File: src/tlb_lfu_pkg.sv
// Shared types, constants and control structs of the page-translate TLB block.
package tlb_lfu_pkg;

	localparam int VA_BITS      = 16;
	localparam int OFFSET_BITS  = 8;
	localparam int VPAGE_BITS   = VA_BITS - OFFSET_BITS;
	localparam int FRAME_OUT_BITS = 8;
	localparam int HITS_BITS    = 32;
	localparam int FAULTS_BITS  = 9;
	localparam int IN_BYTES_BITS  = 16;
	localparam int OUT_BYTES_BITS = 72;

	localparam int TLB_ENTRIES_DEF = 16;
	localparam int PAGE_COUNT_DEF  = 256;
	localparam int FRAME_COUNT_DEF = 256;
	localparam int COUNT_BITS_DEF  = 16;

	typedef enum logic [2:0] {
		ST_CLEAR,
		ST_IDLE,
		ST_SCAN,
		ST_DRAIN,
		ST_LOOKUP,
		ST_UPDATE
	} state_t;

	typedef struct packed {
		logic clear_wr;
		logic accept;
		logic scan_issue;
		logic lookup;
		logic update;
	} ctrl_cmd_t;

	typedef struct packed {
		logic clear_last;
		logic issue_last;
		logic scan_done;
		logic out_free;
	} dp_status_t;

endpackage

File: src/tlb_lfu_ctrl.sv
// Controller state machine sequencing the clear pass, TLB scan, lookup and update.
module tlb_lfu_ctrl (
	input  logic                    clk,
	input  logic                    arst_n,
	input  logic                    in_valid,
	output logic                    in_ready,
	input  tlb_lfu_pkg::dp_status_t status,
	output tlb_lfu_pkg::ctrl_cmd_t  cmd
);

	import tlb_lfu_pkg::*;

	state_t state_q;
	state_t state_d;

	always_ff @(posedge clk or negedge arst_n) begin
		if (!arst_n) begin
			state_q <= ST_CLEAR;
		end else begin
			state_q <= state_d;
		end
	end

	always_comb begin
		state_d = state_q;
		unique case (state_q)
			ST_CLEAR: begin
				if (status.clear_last) state_d = ST_IDLE;
			end
			ST_IDLE: begin
				if (in_valid) state_d = ST_SCAN;
			end
			ST_SCAN: begin
				if (status.issue_last) state_d = ST_DRAIN;
			end
			ST_DRAIN: begin
				if (status.scan_done) state_d = ST_LOOKUP;
			end
			ST_LOOKUP: begin
				if (status.out_free) state_d = ST_UPDATE;
			end
			ST_UPDATE: begin
				state_d = ST_IDLE;
			end
			default: begin
				state_d = ST_CLEAR;
			end
		endcase
	end

	always_comb begin
		cmd = '0;
		in_ready = 1'b0;
		unique case (state_q)
			ST_CLEAR: begin
				cmd.clear_wr = 1'b1;
			end
			ST_IDLE: begin
				in_ready = 1'b1;
				cmd.accept = in_valid;
			end
			ST_SCAN: begin
				cmd.scan_issue = 1'b1;
			end
			ST_DRAIN: begin
			end
			ST_LOOKUP: begin
				cmd.lookup = status.out_free;
			end
			ST_UPDATE: begin
				cmd.update = 1'b1;
			end
			default: begin
			end
		endcase
	end

endmodule

File: config.mk
export PLATFORM = sky130hd
export DESIGN_NAME = tlb_lfu_ctrl
export DESIGN_NICKNAME = d
export VERILOG_FILES = /design/src/tlb_lfu_pkg.sv /design/src/tlb_lfu_ctrl.sv
export SDC_FILE = /design/constraint.sdc
export NUM_CORES = 1
export LEC_CHECK = 0
export BUFFER_PORTS_ARGS = -buffer_cell sky130_fd_sc_hd__buf_2
export CAP_MARGIN = 30
export CELL_PAD_IN_SITES_DETAIL_PLACEMENT = 1
export CELL_PAD_IN_SITES_GLOBAL_PLACEMENT = 1
export CORE_AREA = 2 2 39 41
export CTS_CLUSTER_DIAMETER = 40
export DETAILED_ROUTE_END_ITERATION = 7
export DIE_AREA = 0 0 41 43
export PLACE_DENSITY_LB_ADDON = 0.1
export RECOVER_POWER = 50
export SKIP_LAST_GASP = 1
export SLEW_MARGIN = 20
export SYNTH_ARGS = -nofsm -noshare
export SYNTH_HDL_FRONTEND = slang
export SYNTH_SLANG_ARGS = --single-unit
export TNS_END_PERCENT = 30
File: constraint.sdc
create_clock -name clk -period 1 [get_ports clk]
set_clock_uncertainty 0.05 [all_clocks]
set_input_delay 0.1 -clock clk [delete_from_list [all_inputs] [get_ports clk]]
set_output_delay 0.1 -clock clk [all_outputs]
set_load 0.02 [all_outputs]
==> flow_summary.ini, run 1 <==
[synthesis]
synth_cell_types = 15
yosysTopAreaCell = dfrtp_1
synth_top_area_frac = 0.3488
synth_seq_area_share = 0.3488
synth_warnings = 0
synth_area_um2 = 215.2
yosys-top-cells-area = dfrtp_1 (35%), nor4bb_2 (7.6%), nor2_1 (7.0%)
ys_ff_latch = 3
synthCells = 27
synth_nets = 34
syn_area_per_cell_um2 = 7.971

[detailed_routing]
vias = 281
route.antenna.remaining_nets = 0
drtPass1Iterations = 1
drc_errors = 0
drt-total-wl_um = 675
viasPerCell = 4.132
wire_per_inst_um = 9.926
first_iter_violations = 0

[sta]
fmax_mhz = 748.5
setup_ws_ns = -0.3359
timing.final.crit_period_ns = 1.336
setup_violations = 9
drv_slew = 0
period_share = 1.336
hold_violations = 0
worst_pin_slew_ns = 0.2144
grt_setup_unrepaired = true
relSlewSlack = 0.8568
whs_ns = 0.1099

[min_path]
hold_depth = 3
hold_path_class = in2reg

[global_route]
grt_use_total = 0.08945
overflow = 0
grt_first_pass_wirelength_mm = 1.035
grt_pass1_vias = 270
grt_max_degree = 8
antenna_found_initial = 0

[setup_path]
cp-endpoint = cmd[2]
reg2regPathDepth = 4
r2r-start = state_q[1]
crit_path_max_fanout = 7
start_kind = register
cp-end-kind = output pin
startpoint = state_q[2]
crit_type = reg2out
worst_r2r_endpoint = state_q[0]
critPathArrivalTime_ns = 1.19
ff2ff_setup_slack_ns = -0.18
critPathRequiredTime_ns = 0.85

[place]
port_buffers = 12
dp_hpwl_um = 550.7
gp_congestion = 0.7977
placed_cells = 61

[pwr]
p_per_area_nw_per_um2 = 3175
leakagePower_nw = 0.2294
vdd_drop_max_v = 0.001005
total_power_mw = 1.430

[cells_and_area]
reg_top3 = state_q x3
largest_register = state_q
diodes = 0
area_growth_pct = 109.3
stdcell_count = 68
fin_util = 0.3255
largest_reg_flops = 3
drive_gt1_frac = 0.5962
nets = 60

[die]
num_rows = 14
die_y_um = 43
die_w_um = 41
placeableCoreArea_um2 = 1384
boundaryPins = 13
start_util = 0.1555
die_area_um2 = 1763

[clocking]
clk_pin_slew_worst_paths_ns = 0.03
clk_latency_ns = 0.23
cts.sinks = 3
clock_path_buffers = 2
htree_levels = 1
cts_tree = done
cts-buffers-inserted = 3
root_buffer = clkbuf_4

[status]
violations = negative setup slack
run_status = complete, but fails checks

[job]
maxCapViolations = 0
-- critical path, stage by stage (launching register included) --
cell     delay (ns)
dfrtp_2        0.46
buf_4          0.16
nor3b_2        0.17
buf_4          0.16
-- where the power goes --
part           switching, mW  total, mW  internal (mW)
Clock                 0.0597      0.209          0.149
Combinational          0.425      0.940          0.515
Sequential            0.0951      0.281          0.186
-- per-stage QoR --
stage / area (um^2) / TNS (ns) / setup WS (ns)
after global placement: 371.6 / -0.8033 / -0.1767
after CTS: 447.9 / -2.301 / -0.3538
after detailed placement: 371.6 / -1.031 / -0.2120
after floorplan: 241.5 / -1.011 / -0.2215
after global routing: 450.4 / -2.733 / -0.3937
final: 450.4 / -2.099 / -0.3359
-- final cells by class --
type	count	area, um^2
Timing Repair Buffer	23	161.4
Inverter	2	7.507
Clock buffer	4	26.28
Multi-Input combinational cell	20	157.7
Fill cell	169	933.4
Tap cell	16	20.02
Sequential cell	3	77.57
-- cells in the final DEF (no fill, tap or decap) --
master and instances:
dfrtp_2 2, nand2b_4 1, nor3_1 2, buf_2 7
nor3b_2 1, buf_6 2, a21oi_1 2, and3b_1 1
o211a_1 1, nand2_1 2, o22ai_1 1, dfrtp_1 1
nor2_2 1, nand2b_1 1, buf_4 12, nor3b_4 1
dlygate4sd3_1 1, nor2_1 3, clkbuf_4 3, clkbuf_1 2
o21ai_0 1, inv_1 2, a31oi_1 1, nor4bb_4 1
-- worst min-delay path by stage --
stage               startpoint    endpoint  slack, ns
detailed placement      arst_n  state_q[0]      -0.15
global placement        arst_n  state_q[0]      -0.15
CTS                  status[1]  state_q[2]       0.10
global route         status[1]  state_q[2]       0.11
finish               status[1]  state_q[2]       0.11
floorplan               arst_n  state_q[0]      -0.25
-- repair_timing --
action,in CTS,in global routing
setup endpoints to repair,9,9
endpoints found under the hold margin,3,0
gates resized for setup,8,1
pin swaps,0,1
hold buffers,1,0
buffers inserted,2,0
-- logic make-up (layout without fill, tap and decap cells) --
logic type | count (synthesis) | in the layout | synth area share
and+or+nand+nor | 14 | 14 | 0.3953
DFF | 3 | 3 | 0.3488
AOI/OAI and AO/OA | 6 | 6 | 0.1744
buffers and inverters | 4 | 29 | 0.08141
-- cell usage after synthesis --
| cell type | number |
|---|---|
| a21oi_1 | 2 |
| a31oi_1 | 1 |
| and3b_1 | 1 |
| buf_2 | 2 |
| dfrtp_1 | 3 |
| inv_1 | 2 |
| nand2_1 | 2 |
| nand2b_1 | 2 |
| nor2_1 | 4 |
| nor3_1 | 2 |
| nor3b_1 | 2 |
| nor4bb_2 | 1 |
| o211a_1 | 1 |
| o21ai_0 | 1 |
| o22ai_1 | 1 |
-- metal layers --
| metal | share of wire | up-vias | track usage |
|---|---|---|---|
| met5 | 0 | - | 0 |
| met1 | 0.40 | 130 | 0.09032 |
| met2 | 0.55 | 7 | 0.1438 |
| met3 | 0.053 | 0 | 0.01571 |
| met4 | 0 | 0 | 0.08000 |
| li1 | - | 144 | - |
Power figures use the tool's default switching activity.
==> run 2, diff against run 1 <==
PLACE_DENSITY = 0.55   (was default)
PLACE_DENSITY_LB_ADDON = default   (was 0.1)
==> flow_summary.ini, run 2 (same netlist as run 1, synthesis figures left out) <==
[setup_path]
crit_path_max_fanout = 3
critPathRequiredTime_ns = 0.85
start_kind = register
slowest_delay_ns = 0.39
path_cells = buf_6, nor4bb_4, buf_4
critPathArrivalTime_ns = 1.22
crit_type = reg2out
worst_path_max_delay_cell = dfrtp_1
cp-end-kind = output pin

[clocking]
cts_tree = done
cts.sinks = 3
clock_path_buffers = 2
cts-buffers-inserted = 3
clk_latency_ns = 0.23
clk_pin_slew_worst_paths_ns = 0.04
root_buffer = clkbuf_4
htree_levels = 1

[sta]
fmax_mhz = 731.8
drv_slew = 0
timing.final.crit_period_ns = 1.366
setup_ws_ns = -0.3665
period_share = 1.366
finalSetupTns_ns = -2.175
relSlewSlack = 0.8429
hold_violations = 0
grt_setup_unrepaired = true
whs_ns = 0.1390
worst_pin_slew_ns = 0.2357
setup_violations = 8

[job]
maxCapViolations = 0

[cells_and_area]
nets = 57
layout_common_cells = buf_2 (9), buf_4 (8), nor2_1 (4)
largest_register = state_q
mostFrequentLayoutCell = buf_2
stdcell_count = 65
diodes = 0
reg_top3 = state_q x3
fin_area_um2 = 410.4
area_growth_pct = 90.70
drive_gt1_frac = 0.5306
largest_reg_flops = 3

[place]
gp_congestion = 0.6421
placed_cells = 60
port_buffers = 12
dpl-instance-area_um2 = 364.1
dp_hpwl_um = 539.1

[global_route]
antenna_found_initial = 0
overflow = 0
grt_use_total = 0.09768
grt_max_degree = 9
grt_first_pass_wirelength_mm = 1.117
grt_pass1_vias = 276

[die]
die_y_um = 43
start_util = 0.1555
die_w_um = 41
num_rows = 14
boundaryPins = 13
die_area_um2 = 1763
placeableCoreArea_um2 = 1384

[pwr]
p_per_area_nw_per_um2 = 3205
leakagePower_nw = 0.2124
vdd_drop_max_v = 0.001070

[detailed_routing]
drt-total-wl_um = 655
vias = 271
viasPerCell = 4.169
route.antenna.remaining_nets = 0
first_iter_violations = 2
drtPass1Iterations = 2
drc_errors = 0
wire_per_inst_um = 10.08

[status]
violations = negative setup slack
run_status = complete, but fails checks

[min_path]
hold_path_class = in2reg
run 2: cell types whose count changed in the layout (fill, tap and decap cells not counted), sizes merged:
cell / previous run / this run
buf: 21 / 18
run 2: repair_timing:
item	4_1_cts	5_1_grt
pin swaps	1	0
gates resized for setup	3	1
buffers inserted	0	0
hold buffers	1	0
setup endpoints to repair	8	9
gates cloned	0	0
endpoints found under the hold margin	3	0
run 2: path summary, 6_finish.rpt:
check	startpoint	endpoint	slack (ns)	cells past startpoint
max	state_q[1]	cmd[3]	-0.37	3
min	status[1]	state_q[2]	0.14	3
max reg2reg	state_q[1]	state_q[0]	-0.16	4
min reg2reg	state_q[2]	state_q[1]	0.62	2
max in group asynchronous	arst_n	state_q[2]	0.57	2
min in group asynchronous	arst_n	state_q[1]	0.15	2
run 2: final cells by class:
class                           instances  area (um^2)
Multi-Input combinational cell         20        150.1
Tap cell                               16        20.02
Sequential cell                         3        76.32
Inverter                                2        7.507
Fill cell                             186        973.4
Clock buffer                            4        26.28
Timing Repair Buffer                   20        130.1
run 2: per-stage QoR:
step	total power, mW	utilization	worst slack (ns)
after global routing	1.436	0.2966	-0.4418
final	1.315	0.2966	-0.3665
after global placement	1.077	0.2631	-0.1650
after floorplan	0.7422	-	-0.2215
after CTS	1.340	0.2957	-0.3850
after detailed placement	1.085	0.2631	-0.1852
run 2: critical path, delay by kind of cell, from the launching register on:
family | cells | cell delay (ns)
and+or+nand+nor | 1 | 0.28
buffers and inverters | 2 | 0.32
DFF | 1 | 0.39
run 2: report_power, final:
group	switching, mW	internal (mW)	total, mW
logic	0.392	0.428	0.820
clock network	0.0595	0.149	0.209
registers	0.104	0.182	0.286
run 2: metal layers:
| metal | vias to the layer above | wire length, um | track usage |
|---|---|---|---|
| met1 | 124 | 296 | 0.1136 |
| met4 | 0 | 0 | 0.06000 |
| li1 | 137 | - | - |
| met2 | 10 | 308 | 0.1375 |
| met5 | - | 0 | 0 |
| met3 | 0 | 50 | 0.04712 |
